$ cat config.mk
export PLATFORM = sky130hd
export DESIGN_NAME = crop_pad_raster_address_gen_top
export DESIGN_NICKNAME = d
export VERILOG_FILES = /design/src/sv/cpr_pkg.sv /design/src/sv/crop_pad_raster_address_gen_top.sv /design/src/sv/cpr_front.sv /design/src/sv/cpr_queue.sv /design/src/sv/cpr_back.sv
export SDC_FILE = /design/constraint.sdc
export NUM_CORES = 1
export LEC_CHECK = 0
export BUFFER_PORTS_ARGS = -buffer_cell sky130_fd_sc_hd__buf_2
export CAP_MARGIN = 10
export CORE_UTILIZATION = 51
export DETAILED_ROUTE_END_ITERATION = 10
export GPL_TIMING_DRIVEN = 0
export PLACE_DENSITY = 0.67
export SKIP_CTS_REPAIR_TIMING = 1
export SLEW_MARGIN = 10
export SYNTH_ARGS = -nofsm -noshare
export SYNTH_HDL_FRONTEND = slang
export SYNTH_SLANG_ARGS = --single-unit
$ cat constraint.sdc
create_clock -name i_clk -period 8.6 [get_ports i_clk]
set_clock_uncertainty 0.15 [all_clocks]
set_input_delay 0.86 -clock i_clk [delete_from_list [all_inputs] [get_ports i_clk]]
set_output_delay 0.86 -clock i_clk [all_outputs]
set_load 0.02 [all_outputs]
$ cat src/sv/cpr_pkg.sv
// Shared types, constants and the pad-byte table of the crop/pad address generator.
package cpr_pkg;

    // Cursor and raster size width; wide enough for pad + kept + pad.
    localparam int unsigned CUR_W   = 14;
    // Width of the source coordinates on the result.
    localparam int unsigned SRC_W   = 13;
    // Widths of the configuration registers.
    localparam int unsigned OFS_W   = 12;
    localparam int unsigned KEPT_W  = 13;
    localparam int unsigned PLANE_W = 3;
    localparam int unsigned PIX_W   = 8;

    // Largest kept size; larger register values count as this.
    localparam logic [KEPT_W-1:0] DIM_MAX = 13'd4096;

    // Queue between the front and the back.
    localparam int unsigned Q_DEPTH = 4;
    localparam int unsigned Q_AW    = $clog2(Q_DEPTH);

    // Register indexes of the configuration port.
    localparam int unsigned CFG_IDX_W = 3;
    localparam logic [CFG_IDX_W-1:0] REG_CROP_LEFT   = 3'd0;
    localparam logic [CFG_IDX_W-1:0] REG_CROP_TOP    = 3'd1;
    localparam logic [CFG_IDX_W-1:0] REG_KEPT_WIDTH  = 3'd2;
    localparam logic [CFG_IDX_W-1:0] REG_KEPT_HEIGHT = 3'd3;
    localparam logic [CFG_IDX_W-1:0] REG_PAD_LEFT    = 3'd4;
    localparam logic [CFG_IDX_W-1:0] REG_PAD_TOP     = 3'd5;
    localparam logic [CFG_IDX_W-1:0] REG_PAD_RIGHT   = 3'd6;
    localparam logic [CFG_IDX_W-1:0] REG_PAD_BOTTOM  = 3'd7;

    // Plane codes.
    localparam logic [PLANE_W-1:0] PLANE_LUMA  = 3'd0;
    localparam logic [PLANE_W-1:0] PLANE_CB    = 3'd1;
    localparam logic [PLANE_W-1:0] PLANE_CR    = 3'd2;
    localparam logic [PLANE_W-1:0] PLANE_ALPHA = 3'd3;

    localparam logic [PIX_W-1:0] PAD_LUMA   = 8'h00;
    localparam logic [PIX_W-1:0] PAD_CHROMA = 8'h80;
    localparam logic [PIX_W-1:0] PAD_ALPHA  = 8'hff;
    localparam logic [PIX_W-1:0] PAD_OTHER  = 8'h00;

    typedef struct packed {
        logic [OFS_W-1:0]  crop_left;
        logic [OFS_W-1:0]  crop_top;
        logic [KEPT_W-1:0] kept_width;
        logic [KEPT_W-1:0] kept_height;
        logic [OFS_W-1:0]  pad_left;
        logic [OFS_W-1:0]  pad_top;
        logic [OFS_W-1:0]  pad_right;
        logic [OFS_W-1:0]  pad_bottom;
    } t_cfg;

    // One classified pixel on its way from the front to the back.
    typedef struct packed {
        logic               is_pad;
        logic [PLANE_W-1:0] plane;
        logic [CUR_W-1:0]   row;
        logic [CUR_W-1:0]   col;
        logic               last_in_line;
        logic               last_in_frame;
    } t_item;

    function automatic logic [PIX_W-1:0] pad_byte(input logic [PLANE_W-1:0] plane);
        logic [PIX_W-1:0] v;
        unique case (plane) inside
            PLANE_LUMA:         v = PAD_LUMA;
            PLANE_CB, PLANE_CR: v = PAD_CHROMA;
            PLANE_ALPHA:        v = PAD_ALPHA;
            default:            v = PAD_OTHER;
        endcase
        return v;
    endfunction

endpackage

$ cat src/sv/crop_pad_raster_address_gen_top.sv
// Top level of the crop/pad raster address generator: registers and stream ports.
//
// Each input word asks for the next output pixel of one picture plane. The
// raster is pad_left + kept_width + pad_right pixels wide and pad_top +
// kept_height + pad_bottom lines high. For every word one result word comes
// out: either a pad pixel with the pad byte of the plane, or the source row
// and column an external memory must read. tlast marks the end of a line and
// tuser bit 1 the end of the frame; start_req sends the cursor to the origin.
//
// A word accepted on the request side goes into the queue and from there into
// the output register, whose contents are the result on the master side.
// One word is taken every cycle while the queue has room; the walker advances
// its cursor on each word, and a four-word queue plus the output register let
// the receiver stall without stopping the walker until the queue fills. The cycle
// after any register write the input is not taken, while the derived raster size settles.
// Reset clears all registers, the cursor, the queue and the output valid.
// Write registers only when no pixel is in flight; the block does not enforce it.
module crop_pad_raster_address_gen_top (
    input  logic        i_clk,
    input  logic        i_rst_n,
    // Configuration write port.
    input  logic        i_cfg_we,
    input  logic [2:0]  i_cfg_idx,
    input  logic [12:0] i_cfg_data,
    // Request stream.
    input  logic        s_axis_tvalid,
    output logic        s_axis_tready,
    input  logic [7:0]  s_axis_tdata,   // [0] start_req, rest zero
    input  logic [2:0]  s_axis_tuser,   // [2:0] plane
    // Result stream.
    output logic        m_axis_tvalid,
    input  logic        m_axis_tready,
    output logic [39:0] m_axis_tdata,   // [7:0] pad_value, [20:8] src_row, [33:21] src_col
    output logic        m_axis_tlast,   // last_in_line
    output logic [1:0]  m_axis_tuser    // [0] is_pad, [1] last_in_frame
);

    cpr_pkg::t_cfg  r_cfg;
    cpr_pkg::t_item front_item, q_item;
    logic           push, pop, q_full, q_valid;
    logic           is_pad, lil, lif;
    logic [cpr_pkg::PIX_W-1:0] pad_value;
    logic [cpr_pkg::SRC_W-1:0] src_row, src_col;

    // Register file; every index of the port maps to a register.
    always_ff @(posedge i_clk) begin
        if (!i_rst_n) begin
            r_cfg <= '0;
        end else if (i_cfg_we) begin
            unique case (i_cfg_idx)
                cpr_pkg::REG_CROP_LEFT:   r_cfg.crop_left   <= i_cfg_data[11:0];
                cpr_pkg::REG_CROP_TOP:    r_cfg.crop_top    <= i_cfg_data[11:0];
                cpr_pkg::REG_KEPT_WIDTH:  r_cfg.kept_width  <= i_cfg_data;
                cpr_pkg::REG_KEPT_HEIGHT: r_cfg.kept_height <= i_cfg_data;
                cpr_pkg::REG_PAD_LEFT:    r_cfg.pad_left    <= i_cfg_data[11:0];
                cpr_pkg::REG_PAD_TOP:     r_cfg.pad_top     <= i_cfg_data[11:0];
                cpr_pkg::REG_PAD_RIGHT:   r_cfg.pad_right   <= i_cfg_data[11:0];
                cpr_pkg::REG_PAD_BOTTOM:  r_cfg.pad_bottom  <= i_cfg_data[11:0];
                default:                  r_cfg <= r_cfg;
            endcase
        end
    end

    cpr_front u_front (
        .i_clk       (i_clk),
        .i_rst_n     (i_rst_n),
        .i_cfg       (r_cfg),
        .i_cfg_we    (i_cfg_we),
        .i_valid     (s_axis_tvalid),
        .i_start_req (s_axis_tdata[0]),
        .i_plane     (s_axis_tuser),
        .i_q_full    (q_full),
        .o_ready     (s_axis_tready),
        .o_push      (push),
        .o_item      (front_item)
    );

    cpr_queue u_queue (
        .i_clk   (i_clk),
        .i_rst_n (i_rst_n),
        .i_push  (push),
        .i_item  (front_item),
        .i_pop   (pop),
        .o_full  (q_full),
        .o_valid (q_valid),
        .o_item  (q_item)
    );

    cpr_back u_back (
        .i_clk           (i_clk),
        .i_rst_n         (i_rst_n),
        .i_cfg           (r_cfg),
        .i_q_valid       (q_valid),
        .i_item          (q_item),
        .o_pop           (pop),
        .i_out_ready     (m_axis_tready),
        .o_out_valid     (m_axis_tvalid),
        .o_is_pad        (is_pad),
        .o_pad_value     (pad_value),
        .o_src_row       (src_row),
        .o_src_col       (src_col),
        .o_last_in_line  (lil),
        .o_last_in_frame (lif)
    );

    assign m_axis_tdata = {6'd0, src_col, src_row, pad_value};
    assign m_axis_tlast = lil;
    assign m_axis_tuser = {lif, is_pad};

endmodule

$ cat src/sv/cpr_front.sv
// Raster walker: accepts words, advances the output cursor and classifies each pixel.
module cpr_front (
    input  logic                 i_clk,
    input  logic                 i_rst_n,
    input  cpr_pkg::t_cfg        i_cfg,
    input  logic                 i_cfg_we,
    input  logic                 i_valid,
    input  logic                 i_start_req,
    input  logic [cpr_pkg::PLANE_W-1:0] i_plane,
    input  logic                 i_q_full,
    output logic                 o_ready,
    output logic                 o_push,
    output cpr_pkg::t_item       o_item
);

    localparam int unsigned CW = cpr_pkg::CUR_W;

    // Raster geometry derived from the registers and registered behind them.
    logic [CW-1:0] r_w, r_h, r_w_m1, r_h_m1, r_col_end, r_row_end;
    logic          r_w_zero, r_h_zero;
    logic          r_settle;
    logic [CW-1:0] r_col, r_row;

    logic [cpr_pkg::KEPT_W-1:0] kw, kh;
    logic [CW-1:0] n_w, n_h;
    logic [CW-1:0] n_col, n_row;
    logic [CW-1:0] c0, r0, c1, r1, r2;
    logic          wrap_col, empty, pad, lil, lif, accept;

    assign kw  = (i_cfg.kept_width  > cpr_pkg::DIM_MAX) ? cpr_pkg::DIM_MAX : i_cfg.kept_width;
    assign kh  = (i_cfg.kept_height > cpr_pkg::DIM_MAX) ? cpr_pkg::DIM_MAX : i_cfg.kept_height;
    assign n_w = {2'b00, i_cfg.pad_left} + {1'b0, kw} + {2'b00, i_cfg.pad_right};
    assign n_h = {2'b00, i_cfg.pad_top}  + {1'b0, kh} + {2'b00, i_cfg.pad_bottom};

    always_ff @(posedge i_clk) begin
        r_w       <= n_w;
        r_h       <= n_h;
        r_w_m1    <= n_w - 14'd1;
        r_h_m1    <= n_h - 14'd1;
        r_w_zero  <= (n_w == '0);
        r_h_zero  <= (n_h == '0);
        r_col_end <= {2'b00, i_cfg.pad_left} + {1'b0, kw};
        r_row_end <= {2'b00, i_cfg.pad_top}  + {1'b0, kh};
    end

    // The geometry registers lag a write, so hold off input in the cycle after it.
    always_ff @(posedge i_clk) begin
        if (!i_rst_n) begin
            r_settle <= 1'b1;
        end else begin
            r_settle <= i_cfg_we;
        end
    end

    assign o_ready = !i_q_full && !r_settle;
    assign accept  = i_valid && o_ready;

    always_comb begin
        empty    = r_w_zero || r_h_zero;
        c0       = i_start_req ? '0 : r_col;
        r0       = i_start_req ? '0 : r_row;
        wrap_col = (c0 >= r_w);
        c1       = wrap_col ? '0 : c0;
        r1       = wrap_col ? r0 + 14'd1 : r0;
        r2       = (r1 >= r_h) ? '0 : r1;
        pad      = (r2 < {2'b00, i_cfg.pad_top}) || (r2 >= r_row_end)
                || (c1 < {2'b00, i_cfg.pad_left}) || (c1 >= r_col_end);
        lil      = (c1 == r_w_m1);
        lif      = lil && (r2 == r_h_m1);

        o_item.plane = i_plane;
        if (empty) begin
            o_item.is_pad        = 1'b1;
            o_item.row           = '0;
            o_item.col           = '0;
            o_item.last_in_line  = 1'b1;
            o_item.last_in_frame = 1'b1;
            n_col                = '0;
            n_row                = '0;
        end else begin
            o_item.is_pad        = pad;
            o_item.row           = r2;
            o_item.col           = c1;
            o_item.last_in_line  = lil;
            o_item.last_in_frame = lif;
            if (lif) begin
                n_col = '0;
                n_row = '0;
            end else if (lil) begin
                n_col = '0;
                n_row = r2 + 14'd1;
            end else begin
                n_col = c1 + 14'd1;
                n_row = r2;
            end
        end
    end

    assign o_push = accept;

    always_ff @(posedge i_clk) begin
        if (!i_rst_n) begin
            r_col <= '0;
            r_row <= '0;
        end else if (accept) begin
            r_col <= n_col;
            r_row <= n_row;
        end
    end

`ifndef SYNTH
    a_settle_blocks: assert property (@(posedge i_clk) disable iff (!i_rst_n)
        i_cfg_we |=> !o_ready)
        else $error("input accepted while geometry was settling");
    a_frame_end_home: assert property (@(posedge i_clk) disable iff (!i_rst_n)
        (accept && o_item.last_in_frame) |=> (r_col == '0 && r_row == '0))
        else $error("cursor not at origin after the last pixel of a frame");
`endif

endmodule

$ cat src/sv/cpr_queue.sv
// Short queue of classified pixels between the walker and the address stage.
module cpr_queue (
    input  logic           i_clk,
    input  logic           i_rst_n,
    input  logic           i_push,
    input  cpr_pkg::t_item i_item,
    input  logic           i_pop,
    output logic           o_full,
    output logic           o_valid,
    output cpr_pkg::t_item o_item
);

    localparam int unsigned AW = cpr_pkg::Q_AW;

    cpr_pkg::t_item r_mem [cpr_pkg::Q_DEPTH];
    logic [AW-1:0]  r_wr_ptr, r_rd_ptr;
    logic [AW:0]    r_count;

    assign o_full  = (r_count == AW'(0) + (AW+1)'(cpr_pkg::Q_DEPTH));
    assign o_valid = (r_count != '0);
    assign o_item  = r_mem[r_rd_ptr];

    always_ff @(posedge i_clk) begin
        if (i_push) begin
            r_mem[r_wr_ptr] <= i_item;
        end
    end

    always_ff @(posedge i_clk) begin
        if (!i_rst_n) begin
            r_wr_ptr <= '0;
            r_rd_ptr <= '0;
            r_count  <= '0;
        end else begin
            if (i_push) begin
                r_wr_ptr <= r_wr_ptr + 1'b1;
            end
            if (i_pop) begin
                r_rd_ptr <= r_rd_ptr + 1'b1;
            end
            if (i_push && !i_pop) begin
                r_count <= r_count + 1'b1;
            end else if (i_pop && !i_push) begin
                r_count <= r_count - 1'b1;
            end
        end
    end

`ifndef SYNTH
    a_no_overflow: assert property (@(posedge i_clk) disable iff (!i_rst_n)
        !(i_push && o_full && !i_pop))
        else $error("push into a full queue");
    a_no_underflow: assert property (@(posedge i_clk) disable iff (!i_rst_n)
        i_pop |-> o_valid)
        else $error("pop from an empty queue");
`endif

endmodule

$ cat src/sv/cpr_back.sv
// Address stage: forms source coordinates and the pad byte into the output register.
module cpr_back (
    input  logic           i_clk,
    input  logic           i_rst_n,
    input  cpr_pkg::t_cfg  i_cfg,
    input  logic           i_q_valid,
    input  cpr_pkg::t_item i_item,
    output logic           o_pop,
    input  logic           i_out_ready,
    output logic           o_out_valid,
    output logic           o_is_pad,
    output logic [cpr_pkg::PIX_W-1:0] o_pad_value,
    output logic [cpr_pkg::SRC_W-1:0] o_src_row,
    output logic [cpr_pkg::SRC_W-1:0] o_src_col,
    output logic           o_last_in_line,
    output logic           o_last_in_frame
);

    localparam int unsigned CW = cpr_pkg::CUR_W;

    logic              r_valid;
    logic              load;
    logic [CW-1:0]     row_sum, col_sum;

    // Source coordinates wrap modulo 2^13, as the address bus does.
    assign row_sum = {2'b00, i_cfg.crop_top}  + i_item.row - {2'b00, i_cfg.pad_top};
    assign col_sum = {2'b00, i_cfg.crop_left} + i_item.col - {2'b00, i_cfg.pad_left};

    assign load  = i_q_valid && (!r_valid || i_out_ready);
    assign o_pop = load;

    always_ff @(posedge i_clk) begin
        if (!i_rst_n) begin
            r_valid <= 1'b0;
        end else if (load) begin
            r_valid <= 1'b1;
        end else if (i_out_ready) begin
            r_valid <= 1'b0;
        end
    end

    always_ff @(posedge i_clk) begin
        if (load) begin
            o_is_pad        <= i_item.is_pad;
            o_pad_value     <= i_item.is_pad ? cpr_pkg::pad_byte(i_item.plane) : '0;
            o_src_row       <= i_item.is_pad ? '0 : row_sum[cpr_pkg::SRC_W-1:0];
            o_src_col       <= i_item.is_pad ? '0 : col_sum[cpr_pkg::SRC_W-1:0];
            o_last_in_line  <= i_item.last_in_line;
            o_last_in_frame <= i_item.last_in_frame;
        end
    end

    assign o_out_valid = r_valid;

endmodule

==> results.sh <==
export IMPL_cap_viol_max_count=0
export IMPL_synth_area_um2=21100
export IMPL_fmax_mhz=119
export IMPL_setup_violations=0
export IMPL_critPathArrivalTime_ns=8.53
export IMPL_fin_crit_sh_pct=97.8
export IMPL_final_area_um2=23700
export IMPL_port_buffers=49
export IMPL_rr_worst_depth=23
export IMPL_synthArstFlopShare_pct=0
export IMPL_hpwlAfterDp_um=43400
export IMPL_avgSynthCellArea_um2=9.83
export IMPL_p_leak_uw=0.00953
export IMPL_die_w_um=205
export IMPL_grt_usage_pct=28.0
export IMPL_crit_fanout=12
export IMPL_ir_worst_vdd_uv=129
export IMPL_worst_r2r_setup_slack_ns=0.64
export IMPL_antenna_found_initial=0
export IMPL_switching_share_pct=32.5
export IMPL_grt_pass1_wl_um=87900
export IMPL_numCtsBuffers=43
export IMPL_core_um2=40800
export IMPL_die_area_um2=42200
export IMPL_p_sw_uw=1850
export IMPL_ant_nets=0
export IMPL_cts_sinks=382
export IMPL_end_kind="flip-flop"
export IMPL_r2r_end="u_queue.r_mem[2][33]"
export IMPL_die_h_um=205
export IMPL_intPower_uw=3840
export IMPL_synth_edf_count=159
export IMPL_seqPwrFrac_pct=38.3
export IMPL_hold_path_class="flip-flop to flip-flop"
export IMPL_clockBufferDepth=3
export IMPL_r2r_start="u_front.r_col[11]"
export IMPL_fin_crit_ns=8.41
export IMPL_ys_ff_latch=382
export IMPL_clkTransAtPathRegs_ns=0.06
export IMPL_routed_wl_um=58100
export IMPL_ys_warn_count=0
export IMPL_cts_root_buf="clkbuf_16"
export IMPL_first_pass_iters=5
export IMPL_nFillCells=3504
export IMPL_via_per_inst=5.61
export IMPL_overflow=0
export IMPL_clkPwrFrac_pct=32.8
export IMPL_num_io_pins=77
export IMPL_ys_seq_area_share_pct=43.8
export IMPL_min_path_cells=2
export IMPL_synth_flop_cell="dfxtp_1"
export IMPL_placed_area_um2=22100
export IMPL_grt_max_degree=31
export IMPL_synthCells=2145
export IMPL_rows=74
export IMPL_final_nets=2471
export IMPL_wl_per_cell_um=20.6
export IMPL_initial_core_util_pct=51.6
export IMPL_drc=0
export IMPL_tns_ns=0
export IMPL_tightest_slew_ns=0.996
export IMPL_outcome="finished clean"
export IMPL_start_kind="input pin"
export IMPL_combPwrFrac_pct=28.9
export IMPL_worstSetupPathType="input pin to flip-flop"
export IMPL_relSlewSlack_pct=33.0
export IMPL_drt_iter0_markers=1523
export IMPL_power_density_nw_per_um2=241
export IMPL_finalHoldViolCount=0
export IMPL_areaGrowthSynthToFinish_pct=12.2
export IMPL_hp_start="r_cfg[52]"
export IMPL_cp_required_ns=8.71
export IMPL_place_gp_congestion=0.995
export IMPL_cts_tree="built"
export IMPL_maxSlewViolCount=0
export IMPL_min_to="r_cfg[52]"
export IMPL_synthDistinctLibCells=75
export IMPL_num_vias=15811
export IMPL_clock_latency_ns=0.58
export IMPL_grt_pass1_vias=15045
export IMPL_drive_gt1_share_pct=9.89
export IMPL_ctsHtreeMaxLevel=2
metrics by stage:
step	std cells	total power, uW	hold WS, ns	utilization, %	worst slack (ns)
2_1_floorplan	2150	3360	0.289	-	0.875
6_report	2817	5690	0.310	57.9	0.186
4_1_cts	2816	5710	0.312	57.7	-1.44
3_3_place_gp	2731	3800	0.298	53.9	-1.93
3_5_place_dp	2736	3850	0.303	54.2	-2.00
5_1_grt	2816	5970	0.327	57.9	-0.00748
routing by layer:
layer | vias to the layer above | share of wire, % | GRT usage, %
met5 | - | 0 | 0
met4 | 0 | 2.7 | 8.76
met3 | 98 | 6.9 | 4.26
met2 | 535 | 45 | 44.8
met1 | 7570 | 45 | 38.8
li1 | 7608 | - | -
power groups by stage:
stage | combinational, uW | clock, uW | sequential [uW]
6_report | 1640 | 1860 | 2180
3_3_place_gp | 1570 | 0 | 2230
5_1_grt | 1810 | 1950 | 2200
4_1_cts | 1640 | 1890 | 2180
2_1_floorplan | 1070 | 0 | 2300
3_5_place_dp | 1630 | 0 | 2220
cell type report:
type | instances | area, um2 | share of cell area (%)
diodes | 1 | 2.50 | 0.0106
flip-flops and latches | 382 | 9240 | 39.1
well taps | 532 | 666 | 2.81
repair buffers | 56 | 368 | 1.55
multi-input cells | 1431 | 10600 | 44.6
clock inverters | 20 | 203 | 0.857
clock buffers | 60 | 1230 | 5.21
plain buffers | 99 | 499 | 2.11
inverters | 236 | 886 | 3.74
synthesized netlist by cell type, types with 31 or more instances:
| cell type | instances | area, um2 |
|---|---|---|
| nand2_1 | 278 | 1040 |
| inv_1 | 235 | 882 |
| dfxtp_1 | 223 | 4460 |
| ha_1 | 161 | 2010 |
| edfxtp_1 | 159 | 4770 |
| a21boi_0 | 121 | 908 |
| nor2_1 | 115 | 432 |
| xnor2_1 | 78 | 683 |
| a21oi_1 | 71 | 355 |
| nor2b_1 | 66 | 413 |
| clkbuf_1 | 62 | 233 |
| nor3_1 | 54 | 270 |
| o21ai_0 | 53 | 265 |
| xor2_1 | 44 | 385 |
| nand3_1 | 35 | 175 |
| and3_1 | 32 | 200 |
| mux4_2 | 31 | 698 |
layout by cell type, fill, tap and decap left out, types with 6 or more instances in the layout:
cell / synthesis / routed
a21boi_0: 121 / 120
nand2b_1: 14 / 14
a21oi_1: 71 / 69
nand4_1: 22 / 22
a32o_1: 14 / 14
o21ai_0: 53 / 52
and2_1: 17 / 16
conb_1: 1 / 6
inv_1: 235 / 235
xor2_1: 44 / 44
or4_1: 7 / 7
nor2_1: 115 / 114
o41ai_1: 6 / 6
a21o_1: 22 / 22
buf_1: 8 / 7
nand3_1: 35 / 35
buf_4: 25 / 27
o21a_1: 16 / 16
mux4_2: 31 / 31
nor4_1: 12 / 12
o21bai_1: 10 / 10
buf_2: 3 / 52
or3_1: 9 / 9
a31oi_1: 8 / 8
clkbuf_1: 62 / 67
fa_1: 29 / 29
dfxtp_1: 223 / 223
and3_1: 32 / 28
nand2_1: 278 / 277
xnor2_1: 78 / 74
clkbuf_16: 0 / 45
nor2b_1: 66 / 66
edfxtp_1: 159 / 159
nor3_1: 54 / 54
ha_1: 161 / 161
registers in the layout, summed over array words and instances (netlist names), 2 cells and up, named ones only:
| register | cells |
|---|---|
| u_queue.r_count | 3 |
| u_front.r_h | 14 |
| u_back.o_pad_value | 2 |
| u_front.r_w | 14 |
| u_back.o_src_col | 13 |
| u_front.r_row | 14 |
| u_front.r_col_end | 14 |
| u_front.r_h_m1 | 14 |
| u_queue.r_rd_ptr | 2 |
| r_cfg | 98 |
| u_queue.r_wr_ptr | 2 |
| u_front.r_col | 14 |
| u_queue.r_mem | 128 |
| u_front.r_row_end | 14 |
| u_back.o_src_row | 13 |
| u_front.r_w_m1 | 14 |
kinds of logic after synthesis:
logic type / share of synthesized area (%)
DFF: 43.8
AOI/OAI and AO/OA: 12.9
adders and majority gates: 12.4
other: 0.0178
xor gates and xnor gates: 5.15
buffers and inverters: 6.57
and+or+nand+nor: 15.4
muxes: 3.82
worst max path at each step:
stage               startpoint                   end  slack, ns
3_3_place_gp   s_axis_tdata[0]  u_queue.r_mem[1][33]      -1.93
2_1_floorplan  s_axis_tdata[0]  u_queue.r_mem[0][33]       0.87
3_5_place_dp   s_axis_tdata[0]  u_queue.r_mem[1][33]      -2.00
4_1_cts        s_axis_tdata[0]  u_queue.r_mem[3][33]      -1.44
6_report       s_axis_tdata[0]  u_queue.r_mem[2][33]       0.19
5_1_grt        s_axis_tdata[0]  u_queue.r_mem[3][33]     -0.007
critical path: stages:
cell and delay (ns):
buf_2 0.28, clkbuf_4 0.33, clkbuf_2 0.31, nor2_1 0.09, ha_1 0.31, a21oi_1 0.17, o21ai_2 0.12, a211oi_2 0.44
buf_2 0.37, buf_2 0.34, a21oi_1 0.17, mux2i_4 0.30, ha_1 0.31, o21a_1 0.12, a21oi_1 0.12, o21ai_0 0.16
a21oi_2 0.36, nand2_1 0.20, clkbuf_1 0.31, nor2_1 0.42, ha_1 0.33, a2111oi_1 0.71, o2111ai_1 0.19, or4_1 0.58
or3b_2 0.57
(Power assumes the default switching activity.)
